===== config.mk =====
export PLATFORM = sky130hd
export DESIGN_NAME = dpwp_ctrl
export DESIGN_NICKNAME = d
export VERILOG_FILES = /design/src/design/dpwp_pkg.sv /design/src/design/dpwp_ctrl.sv
export SDC_FILE = /design/constraint.sdc
export NUM_CORES = 1
export LEC_CHECK = 0
export BUFFER_PORTS_ARGS = -buffer_cell sky130_fd_sc_hd__buf_4
export CAP_MARGIN = 25
export CORE_AREA = 2 2 45 47
export CTS_CLUSTER_DIAMETER = 100
export DETAILED_ROUTE_END_ITERATION = 10
export DIE_AREA = 0 0 47 49
export HOLD_SLACK_MARGIN = 0.08
export PLACE_DENSITY = 0.73
export SLEW_MARGIN = 5
export SYNTH_ARGS = -nofsm -noshare
export SYNTH_HDL_FRONTEND = slang
export SYNTH_SLANG_ARGS = --single-unit

===== constraint.sdc =====
create_clock -name clk -period 2.1 [get_ports clk]
set_input_delay 0.63 -clock clk [delete_from_list [all_inputs] [get_ports clk]]
set_output_delay 0.63 -clock clk [all_outputs]
set_load 0.02 [all_outputs]

===== src/design/dpwp_pkg.sv =====
// Shared types, codes and reset constants for the depth pixel to world point block.
// Used by dpwp_ctrl, dpwp_datapath and depth_pixel_to_world_point; depends on nothing.
`default_nettype none

package dpwp_pkg;

  localparam int MAX_AREAS_DEF  = 16;
  localparam int COORD_BITS_DEF = 12;
  localparam int POSE_COEFS     = 12;
  localparam int LAST_OP        = 12;

  localparam logic [1:0] ACT_PIXEL = 2'd0;
  localparam logic [1:0] ACT_RECT  = 2'd1;
  localparam logic [1:0] ACT_POSE  = 2'd2;

  localparam logic [2:0] CFG_INV_FOCAL_X = 3'd0;
  localparam logic [2:0] CFG_INV_FOCAL_Y = 3'd1;
  localparam logic [2:0] CFG_CENTER_X    = 3'd2;
  localparam logic [2:0] CFG_CENTER_Y    = 3'd3;
  localparam logic [2:0] CFG_DEPTH_MIN   = 3'd4;
  localparam logic [2:0] CFG_DEPTH_MAX   = 3'd5;
  localparam logic [2:0] CFG_AREA_COUNT  = 3'd6;

  localparam logic [23:0] RST_INV_FOCAL = 24'd32768;
  localparam logic [15:0] RST_CENTER_X  = 16'd5120;
  localparam logic [15:0] RST_CENTER_Y  = 16'd3840;
  localparam logic [15:0] RST_DEPTH_MIN = 16'd10;
  localparam logic [15:0] RST_DEPTH_MAX = 16'd10000;
  localparam logic signed [31:0] POSE_ONE = 32'sd65536;

  typedef struct packed {
    logic [1:0]         action;
    logic [11:0]        pixel_col;
    logic [11:0]        pixel_row;
    logic [15:0]        depth_mm;
    logic [7:0]         red;
    logic [7:0]         green;
    logic [7:0]         blue;
    logic [3:0]         slot;
    logic signed [31:0] coef_value;
    logic [11:0]        rect_width;
    logic [11:0]        rect_height;
  } in_item_t;

  typedef struct packed {
    logic signed [31:0] world_x;
    logic signed [31:0] world_y;
    logic signed [31:0] world_z;
    logic [7:0]         point_red;
    logic [7:0]         point_green;
    logic [7:0]         point_blue;
  } out_item_t;

  typedef enum logic [2:0] {
    ST_IDLE,
    ST_FETCH,
    ST_SCAN,
    ST_MUL,
    ST_ACC,
    ST_EMIT
  } state_t;

  typedef enum logic [2:0] {
    OP_DEPTH_X,
    OP_DEPTH_Y,
    OP_FOCAL_X,
    OP_FOCAL_Y,
    OP_POSE
  } op_t;

  typedef struct packed {
    logic       load;
    logic       scan_step;
    logic       mul;
    logic       acc;
    logic       emit;
    op_t        op;
    logic [1:0] row;
    logic [1:0] col;
  } cmd_t;

  typedef struct packed {
    logic depth_ok;
    logic no_areas;
    logic hit;
    logic scan_last;
  } status_t;

endpackage

`default_nettype wire


===== src/design/dpwp_ctrl.sv =====
// Controller state machine: sequences the rectangle scan and the multiply steps.
// Depends on dpwp_pkg; drives dpwp_datapath through cmd_t and reads status_t.
`default_nettype none

module dpwp_ctrl (
  input  wire logic             clk,
  input  wire logic             rst,
  input  wire logic             in_valid,
  input  wire logic [1:0]       in_action,
  output logic                  in_ready,
  output logic                  out_valid,
  input  wire logic             out_ready,
  input  wire dpwp_pkg::status_t status,
  output dpwp_pkg::cmd_t        cmd
);
  import dpwp_pkg::*;

  state_t     state, state_next;
  logic [3:0] op_idx;
  logic [1:0] row, col;
  logic       out_free;

  assign out_free = !out_valid || out_ready;

  always_comb begin
    state_next = state;
    case (state)
      ST_IDLE: begin
        if (in_valid && in_action == ACT_PIXEL && status.depth_ok) begin
          state_next = status.no_areas ? ST_MUL : ST_FETCH;
        end
      end
      ST_FETCH: state_next = ST_SCAN;
      ST_SCAN: begin
        if (status.hit) begin
          state_next = ST_IDLE;
        end else if (status.scan_last) begin
          state_next = ST_MUL;
        end
      end
      ST_MUL: state_next = ST_ACC;
      ST_ACC: begin
        state_next = (op_idx == 4'(LAST_OP)) ? ST_EMIT : ST_MUL;
      end
      ST_EMIT: begin
        if (out_free) begin
          state_next = ST_IDLE;
        end
      end
      default: state_next = ST_IDLE;
    endcase
  end

  always_comb begin
    in_ready      = (state == ST_IDLE);
    cmd.load      = in_valid && (state == ST_IDLE);
    cmd.scan_step = (state == ST_FETCH) || (state == ST_SCAN);
    cmd.mul       = (state == ST_MUL);
    cmd.acc       = (state == ST_ACC);
    cmd.emit      = (state == ST_EMIT) && out_free;
    cmd.row       = row;
    cmd.col       = col;
    case (op_idx)
      4'd0:    cmd.op = OP_DEPTH_X;
      4'd1:    cmd.op = OP_DEPTH_Y;
      4'd2:    cmd.op = OP_FOCAL_X;
      4'd3:    cmd.op = OP_FOCAL_Y;
      default: cmd.op = OP_POSE;
    endcase
  end

  always_ff @(posedge clk) begin
    if (rst) begin
      state     <= ST_IDLE;
      op_idx    <= '0;
      row       <= '0;
      col       <= '0;
      out_valid <= 1'b0;
    end else begin
      state <= state_next;
      if (cmd.load) begin
        op_idx <= '0;
        row    <= '0;
        col    <= '0;
      end else if (cmd.acc) begin
        op_idx <= op_idx + 4'd1;
        if (cmd.op == OP_POSE) begin
          if (col == 2'd2) begin
            col <= '0;
            row <= row + 2'd1;
          end else begin
            col <= col + 2'd1;
          end
        end
      end
      if (cmd.emit) begin
        out_valid <= 1'b1;
      end else if (out_ready) begin
        out_valid <= 1'b0;
      end
    end
  end

endmodule

`default_nettype wire


== Word level (Yosys, flattened, before mapping) ==
Cells that the tools add are included.

* Flip-flop bits (word level): 12
* Output and inout port bits: 14
* Logic and storage cells: 48

* Add/subtract/negate cells: 3
* Equality and inequality tests: 14
* Muxes and demuxes: 11
* Reductions and logical operators: 15

{| class="wikitable"
|+ Operators with widths
! cell !! number
|-
| $pmux 3 s6 || 1
|-
| $mux 3 || 5
|-
| $pmux 3 s4 || 1
|-
| $eq 3x3->1 const B || 3
|-
| $eq 4x2->1 const B || 2
|-
| $eq 3x2->1 const B || 2
|-
| $reduce_and 3->1 || 2
|-
| $add 2x1->2 const B || 2
|-
| $add 4x1->4 const B || 1
|-
| $eq 4x1->1 const B || 1
|-
| $eq 4x4->1 const B || 1
|-
| $logic_and 1x1->1 || 4
|-
| $logic_not 4->1 || 1
|-
| $mux 2 || 2
|-
| $eq 3x1->1 const B || 1
|-
| $logic_not 3->1 || 1
|-
| $ne 3x3->1 const B || 1
|-
| $eq 2x2->1 const B || 1
|-
| $logic_not 2->1 || 1
|-
| $logic_or 1x1->1 || 2
|-
| $mux 1 || 2
|-
| $ne 2x1->1 const B || 1
|-
| $ne 2x2->1 const B || 1
|-
| $reduce_and 2->1 || 1
|-
| other kinds (3) || 3
|}

== Longest topological paths before layout ==
Gate-level depths: netlist of the first run.

* Depth in word-level cells: 5
* Depth in mapped cells: 6
* Gate-level depth less buffers: 5

== Least setup slack after synthesis of the first run ==
No wires, ideal clock.

* Kind: input to output
* Start: input port in_valid
* End: output port cmd[11] in the netlist's numbering
* Arrival: 1.519 ns
* Required time: 1.470 ns
* Slack: -0.049 ns
* Stages on the path: 3
* Cell sequence: or4b_2 buf_2 inv_1

{| class="wikitable"
|+ RTL lines
! item !! RTL line !! source
|-
| start: declaration || dpwp_ctrl.sv:8 || <nowiki>input wire logic in_valid,</nowiki>
|-
| end: declaration || dpwp_ctrl.sv:14 || <nowiki>output dpwp_pkg::cmd_t cmd</nowiki>
|}

==> out/summary.json, run 1 <==
{
  "run_status": {
    "outcome": "complete, but fails checks",
    "failed_checks": "setup timing"
  },
  "logic_synthesis": {
    "syn_nets": 108,
    "synthDistinctLibCells": 36,
    "synth_top_cell_area_share_pct": 31.4,
    "async_reset_ff_share_pct": 0,
    "post-synth-top-area-cell": "dfxtp_1",
    "synth-seq-area-share_pct": 31.4,
    "synth_ff_type": "dfxtp_1",
    "synth_enable_flop_cells": 0,
    "synthCells": 94,
    "yosys_warnings": 0,
    "synth_seq_cells": 12,
    "syn_area_per_cell_sq_um": 8.13,
    "netlist_top_cells_area": "dfxtp_1 31%, ha_1 6.5%, nand3_1 5.9%",
    "synth_area_sq_um": 764
  },
  "place": {
    "dp.final_hpwl_mm": 1.37,
    "routabilityCongestion": 0.747,
    "place.port_buffers": 23,
    "detailedPlace.worstSlack_ns": -0.0537,
    "dpl_cell_area_sq_um": 991
  },
  "drt": {
    "wl_per_cell_um": 11.6,
    "vias_per_cell": 5.03,
    "detailedRoute.firstIterationViolations": 7,
    "drc_errors": 0,
    "drt_wl_total_mm": 1.79,
    "drt-pass1-iter-count": 4,
    "dr_total_vias": 779,
    "route.antenna.remaining_nets": 0
  },
  "sta": {
    "worst_slew_pin_slew_ns": 0.316,
    "slew-limit-headroom_pct": 78.7,
    "max_freq_mhz": 445,
    "post-route-min-period_ns": 2.25,
    "finalSetupViolCount": 1,
    "setup_tns_final_ns": -0.146,
    "drv_slew": 0,
    "report.final.hold_viol_count": 0,
    "rsz0062_at_grt": "yes",
    "worst_clock_skew_ns": 0.00284,
    "timing.final.ws_setup_ns": -0.146,
    "final.period_utilization_pct": 107
  },
  "global_route": {
    "grt_pass1_vias": 721,
    "grt_max_degree": 14,
    "grt_usage_pct": 17.5,
    "global_route_wire_length_before_repair_mm": 2.90,
    "antenna_found_initial": 0,
    "gr-total-overflow": 0
  },
  "clock_tree": {
    "clock_path_buffers": 2,
    "h-tree-depth": 1,
    "cts_sinks": 12,
    "clk_latency_ns": 0.28,
    "cts_made_buffers": 3,
    "cts_tree": "done",
    "cts_hold_fix_bufs": 0,
    "cts.reportedPaths.clkPinSlew_ns": 0.08,
    "cts_root_buf": "clkbuf_4"
  },
  "floorplanning": {
    "placement_rows": 16,
    "placeable_area_sq_um": 1840,
    "die_width_um": 47,
    "start_util_pct": 41.5,
    "ioPinCount": 24,
    "die_height_um": 49,
    "die_area_sq_um": 2300
  },
  "hold_path": {
    "hold_path.startpoint": "row[1]",
    "hold_path.class": "flip-flop to flip-flop"
  },
  "setup_path": {
    "crit_path_start_kind": "flip-flop",
    "critPathMaxFanout": 4,
    "startpoint_of_the_worst_slack_reg_to_reg_timing_path": "op_idx[0]",
    "criticalPathCategory": "flip-flop to output pin",
    "cp_data_required_time_ns": 1.47,
    "setup.worst_path.start": "op_idx[0]",
    "crit_path_end_kind": "output pin",
    "critical_path_arrival_ns": 1.62
  },
  "layout": {
    "commonest_non_fill_non_tap_cell_in_the_layout": "buf_4",
    "layout.nets": 143,
    "final-seq-area_sq_um": 248,
    "drive_above_1_share_pct": 43.8,
    "fillerInstances": 181,
    "post-route-cell-area_sq_um": 1120,
    "area_growth_syn_to_layout_pct": 47.0,
    "multi_input_comb_area_sq_um": 510,
    "final_util_pct": 61.0,
    "most-common-layout-cells": "32 x buf_4, 10 x dfxtp_1, 9 x nand3_1",
    "antenna-diode-count": 0
  },
  "power_and_ir_drop": {
    "power.static_leakage_uw": 0.000462,
    "ir_worst_vdd_uv": 348,
    "power_density_nw_per_um2": 418
  },
  "job": {
    "maxCapViolCount": 0
  }
}
==> critical path: stages (launching register included) <==
cell and delay, ns:
dfxtp_4 0.39, inv_4 0.05, ha_4 0.15, or4_4 0.54, nand2_2 0.09, buf_6 0.11
==> registers in the layout, indices dropped and copies added (netlist names) <==
signal,flops
out_valid,1
op_idx,4
row,2
state,3
col,2
==> metrics by stage <==
stage | hold slack [ns] | power [uW] | instances
2_1_floorplan | 0.481 | 262 | 94
4_1_cts | 0.495 | 475 | 154
3_3_place_gp | 0.467 | 285 | 146
5_1_grt | 0.520 | 486 | 155
6_report | 0.485 | 470 | 155
3_5_place_dp | 0.484 | 286 | 146
==> cell type report <==
type / instances / share of cell area [%]
multi-input cells: 70 / 45.4
repair buffers: 34 / 23.4
flip-flops and latches: 12 / 22.0
inverters: 8 / 2.90
well taps: 27 / 3.01
clock buffers: 4 / 3.23
==> repair_timing <==
action	4_1_cts	5_1_grt
buffers inserted	4	1
endpoints found under the setup margin	3	4
gates cloned	0	0
resized for setup	12	8
pin swaps	1	2
==> logic make-up after synthesis <==
| family | synth area share (%) |
|---|---|
| DFF | 31.4 |
| and+or+nand+nor | 31.8 |
| buffers and inverters | 7.20 |
| adders and majority gates | 6.55 |
| AOI/OAI and AO/OA | 15.5 |
| xor gates and xnor gates | 2.29 |
| muxes | 5.24 |
==> path summary, 6_finish.rpt <==
check,end,slack [ns],depth (start not counted)
worst min register to register,row[1],0.49,2
worst max-delay path,cmd[6],-0.15,5
worst max register to register,row[0],0.15,6
worst min-delay path,row[1],0.49,2
==> where the power goes <==
group	internal [uW]	switching, uW	leakage [uW]
combinational	27.2	25.9	0.000343
clock	106	84.8	0.0000210
sequential	226	0.573	0.0000983
==> synth_stat cells (2+ instances only) <==
| cell type | n |
|---|---|
| nor2_1 | 9 |
| nor2b_1 | 3 |
| ha_1 | 4 |
| nand3b_1 | 3 |
| mux2i_1 | 4 |
| nand3_1 | 9 |
| a21oi_1 | 6 |
| xnor2_1 | 2 |
| or3_1 | 2 |
| o21a_1 | 2 |
| o21ai_0 | 4 |
| nand2_1 | 5 |
| inv_1 | 7 |
| dfxtp_1 | 12 |
==> per-layer routing <==
metal  GRT usage [%]  wire length, um
met1            20.5              771
met2            29.2              891
met3            2.22               85
met4            9.72               43
met5               0                0
No activity file was read; power rests on OpenSTA's default activity.
==> inputs of run 2 (changes only) <==
- CAP_MARGIN: 25 -> default
- CORE_AREA: 2 2 45 47 -> 2 2 46 48
- DIE_AREA: 0 0 47 49 -> 0 0 48 50
==> run 2 against run 1 <==
The flow still finishes with violations (setup timing); cell count unchanged; worst setup slack improved by 0.033 ns; core utilization decreased by 3.3 points; first-iteration DRC count increased by 130%; die area increased by 4.2%; clock skew increased by 0.0016 ns; largest power group unchanged; largest cell class unchanged; critical path type unchanged; total power decreased by 10%; count of clock-buffer cells in the layout decreased by 1; critical endpoint unchanged; clock power decreased by 26%.
==> out/summary.json, run 2 (synthesis gave the netlist of run 1 again) <==
{
  "run_status": {
    "outcome": "complete, but fails checks",
    "failed_checks": "setup timing"
  },
  "drt": {
    "drt-pass1-iter-count": {"value": 4, "change": "unchanged"},
    "drc_errors": {"value": 0, "change": "unchanged"},
    "route.antenna.remaining_nets": {"value": 0, "change": "unchanged"},
    "drt_wl_total": {"value": 1.92, "unit": "mm", "change": "+7.1%"},
    "wl_per_cell": {"value": 12.4, "unit": "um", "change": "+7.1%"},
    "dr_total_vias": {"value": 805, "change": "+3.3%"},
    "vias_per_cell": {"value": 5.19, "change": "+3.3%"},
    "detailedRoute.firstIterationViolations": {"value": 16, "change": "+9"}
  },
  "place": {
    "detailedPlace.worstSlack": {"value": -0.0723, "unit": "ns", "change": "-0.0186 ns"},
    "place.port_buffers": {"value": 23, "change": "unchanged"},
    "dp.final_hpwl": {"value": 1.34, "unit": "mm", "change": "-2.3%"},
    "routabilityCongestion": {"value": 0.761, "change": "+2.0%"}
  },
  "layout": {
    "antenna-diode-count": {"value": 0, "change": "unchanged"},
    "area_growth_syn_to_layout_pct": 43.5,
    "drive_above_1_share": {"value": 43.0, "unit": "%", "change": "-0.78 points"},
    "number_of_flip_flops_under_the_largest_register_name": {"value": 4, "change": "unchanged"},
    "commonest_non_fill_non_tap_cell_in_the_layout": "buf_4",
    "multi_input_comb_area": {"value": 495, "unit": "sq um", "change": "-2.9%"},
    "layout.nets": {"value": 144, "change": "+0.70%"},
    "most-common-layout-cells": "34 x buf_4, 9 x nor2_1, 9 x nand3_1, 9 x dfxtp_1, 6 x a21oi_1",
    "final-seq-area": {"value": 249, "unit": "sq um", "change": "+0.50%"},
    "largest_registers": "op_idx (4), state (3)",
    "fillerInstances": {"value": 182, "change": "+0.55%"},
    "top_reg_by_flops": "op_idx"
  },
  "sta": {
    "post-route-min-period": {"value": 2.21, "unit": "ns", "change": "-0.0328 ns"},
    "rsz0062_at_grt": "yes",
    "finalSetupViolCount": {"value": 1, "change": "unchanged"},
    "max_freq": {"value": 452, "unit": "MHz", "change": "+1.5%"},
    "worst_clock_skew": {"value": 0.00445, "unit": "ns", "change": "+0.00160 ns"},
    "drv_slew": {"value": 0, "change": "unchanged"},
    "timing.final.ws_setup": {"value": -0.113, "unit": "ns", "change": "+0.0328 ns"},
    "worst_slew_pin_slew": {"value": 0.471, "unit": "ns", "change": "+0.155 ns"},
    "report.final.hold_viol_count": {"value": 0, "change": "unchanged"},
    "slew-limit-headroom": {"value": 68.5, "unit": "%", "change": "-10 points"},
    "final.period_utilization": {"value": 105, "unit": "%", "change": "-1.6 points"}
  },
  "setup_path": {
    "critPathMaxFanout": {"value": 4, "change": "unchanged"},
    "crit_path_start_kind": "flip-flop",
    "criticalPathCategory": "flip-flop to output pin",
    "worst_path_largest_cell_delay": {"value": 0.53, "unit": "ns", "change": "about the same"},
    "chain_of_cells_forming_the_critical_path": "ha_2 -> or4_4 -> nand2_2 -> buf_6",
    "critical_path.slowest_cell": "or4_4",
    "critical_path_arrival": {"value": 1.58, "unit": "ns", "change": "-0.04 ns"},
    "cp_data_required_time": {"value": 1.47, "unit": "ns", "change": "about the same"},
    "crit_path_end_kind": "output pin"
  },
  "global_route": {
    "global_route_wire_length_before_repair": {"value": 3.00, "unit": "mm", "change": "+3.3%"},
    "antenna_found_initial": {"value": 0, "change": "unchanged"},
    "grt_usage": {"value": 16.6, "unit": "%", "change": "-0.88 points"},
    "grt_max_degree": {"value": 14, "change": "unchanged"},
    "gr-total-overflow": {"value": 0, "change": "unchanged"},
    "grt_pass1_vias": {"value": 762, "change": "+5.7%"}
  },
  "power_and_ir_drop": {
    "power_density": {"value": 384, "unit": "nW/um^2", "change": "-8.1%"},
    "power.static_leakage": {"value": 0.000453, "unit": "uW", "change": "-2.0%"},
    "power_frac_seq": {"value": 53.7, "unit": "%", "change": "+5.5 points"},
    "post-layout-total-power": {"value": 422, "unit": "uW", "change": "-10%"},
    "clock_power_share": {"value": 33.6, "unit": "%", "change": "-6.9 points"},
    "p_sw": {"value": 102, "unit": "uW", "change": "-8.1%"},
    "netSwitchingFraction": {"value": 24.3, "unit": "%", "change": "+0.58 points"},
    "ir_worst_vdd": {"value": 284, "unit": "uV", "change": "-18%"},
    "intPower": {"value": 319, "unit": "uW", "change": "-11%"},
    "comb_power_share": {"value": 12.7, "unit": "%", "change": "+1.4 points"}
  },
  "job": {
    "maxCapViolCount": {"value": 0, "change": "unchanged"}
  },
  "clock_tree": {
    "cts_sinks": {"value": 12, "change": "unchanged"},
    "cts_root_buf": "clkbuf_4",
    "clock_path_buffers": {"value": 2, "change": "unchanged"},
    "clk_latency": {"value": 0.27, "unit": "ns", "change": "about the same"},
    "cts_hold_fix_bufs": {"value": 0, "change": "unchanged"},
    "h-tree-depth": {"value": 1, "change": "unchanged"},
    "cts.reportedPaths.clkPinSlew": {"value": 0.08, "unit": "ns", "change": "about the same"},
    "cts_tree": "done",
    "cts_made_buffers": {"value": 3, "change": "unchanged"}
  },
  "floorplanning": {
    "die_width": {"value": 48, "unit": "um", "change": "+2.1%"},
    "placement_rows": {"value": 16, "change": "unchanged"},
    "placeable_area": {"value": 1900, "unit": "sq um", "change": "+3.3%"},
    "ioPinCount": {"value": 24, "change": "unchanged"},
    "start_util": {"value": 40.2, "unit": "%", "change": "-1.3 points"},
    "die_area": {"value": 2400, "unit": "sq um", "change": "+4.2%"},
    "die_height": {"value": 50, "unit": "um", "change": "+2.0%"}
  },
  "hold_path": {
    "hold_path.class": "flip-flop to flip-flop"
  }
}
run 2: worst paths after layout:
check,startpoint,to,slack (ns),depth (start not counted)
max reg2reg,op_idx[1],row[0],0.14,5
min reg2reg,row[1],row[1],0.49,2
min,row[1],row[1],0.49,2
max,op_idx[1],cmd[6],-0.11,4
run 2: worst max-delay path: cells and delay by family (launching register included):
kind,cells,cell delay [ns]
flip-flops,1,0.37
buffers and inverters,1,0.11
AND/OR/NAND/NOR,2,0.62
adder cells (fa/ha/maj),1,0.20
run 2: what timing repair did:
action                     in CTS  in global routing
buffers inserted                5                  2
pin swaps                       3                  0
setup endpoints to repair       2                  2
gates resized for setup        15                  1
run 2: per-layer routing:
layer | GRT usage [%] | part of all wire (%) | wire [um]
met5 | 0 | 0 | 0
met4 | 4.50 | 2.9 | 55
met3 | 3.66 | 7.1 | 137
met2 | 28.7 | 47 | 905
met1 | 19.7 | 43 | 821
run 2: per-stage QoR:
stage                     hold slack [ns]  area [sq um]  util (%)  instances  TNS (ns)
after global routing                0.530          1100      57.7        155    -0.158
after detailed placement            0.486           983      51.7        145   -0.0723
after floorplan                     0.481           767         -         94         0
after global placement              0.472           983      51.7        145   -0.0750
after CTS                           0.496          1080      56.8        153    -0.104
final                               0.492          1100      57.7        155    -0.113
run 2: cell type report:
cell class | instances | area share (%)
Multi-Input combinational cell | 70 | 45.2
Timing Repair Buffer | 35 | 24.3
Sequential cell | 12 | 22.7
Tap cell | 27 | 3.08
Inverter | 8 | 2.74
Clock buffer | 3 | 2.05
run 2: power groups by stage:
| stage | logic [uW] | clock network (uW) | registers (uW) |
|---|---|---|---|
| final | 53.6 | 141 | 226 |
| after global routing | 59.0 | 156 | 227 |
| after CTS | 53.5 | 143 | 226 |
| after detailed placement | 52.4 | 0 | 234 |
| after global placement | 51.6 | 0 | 234 |
| after floorplan | 28.1 | 0 | 234 |
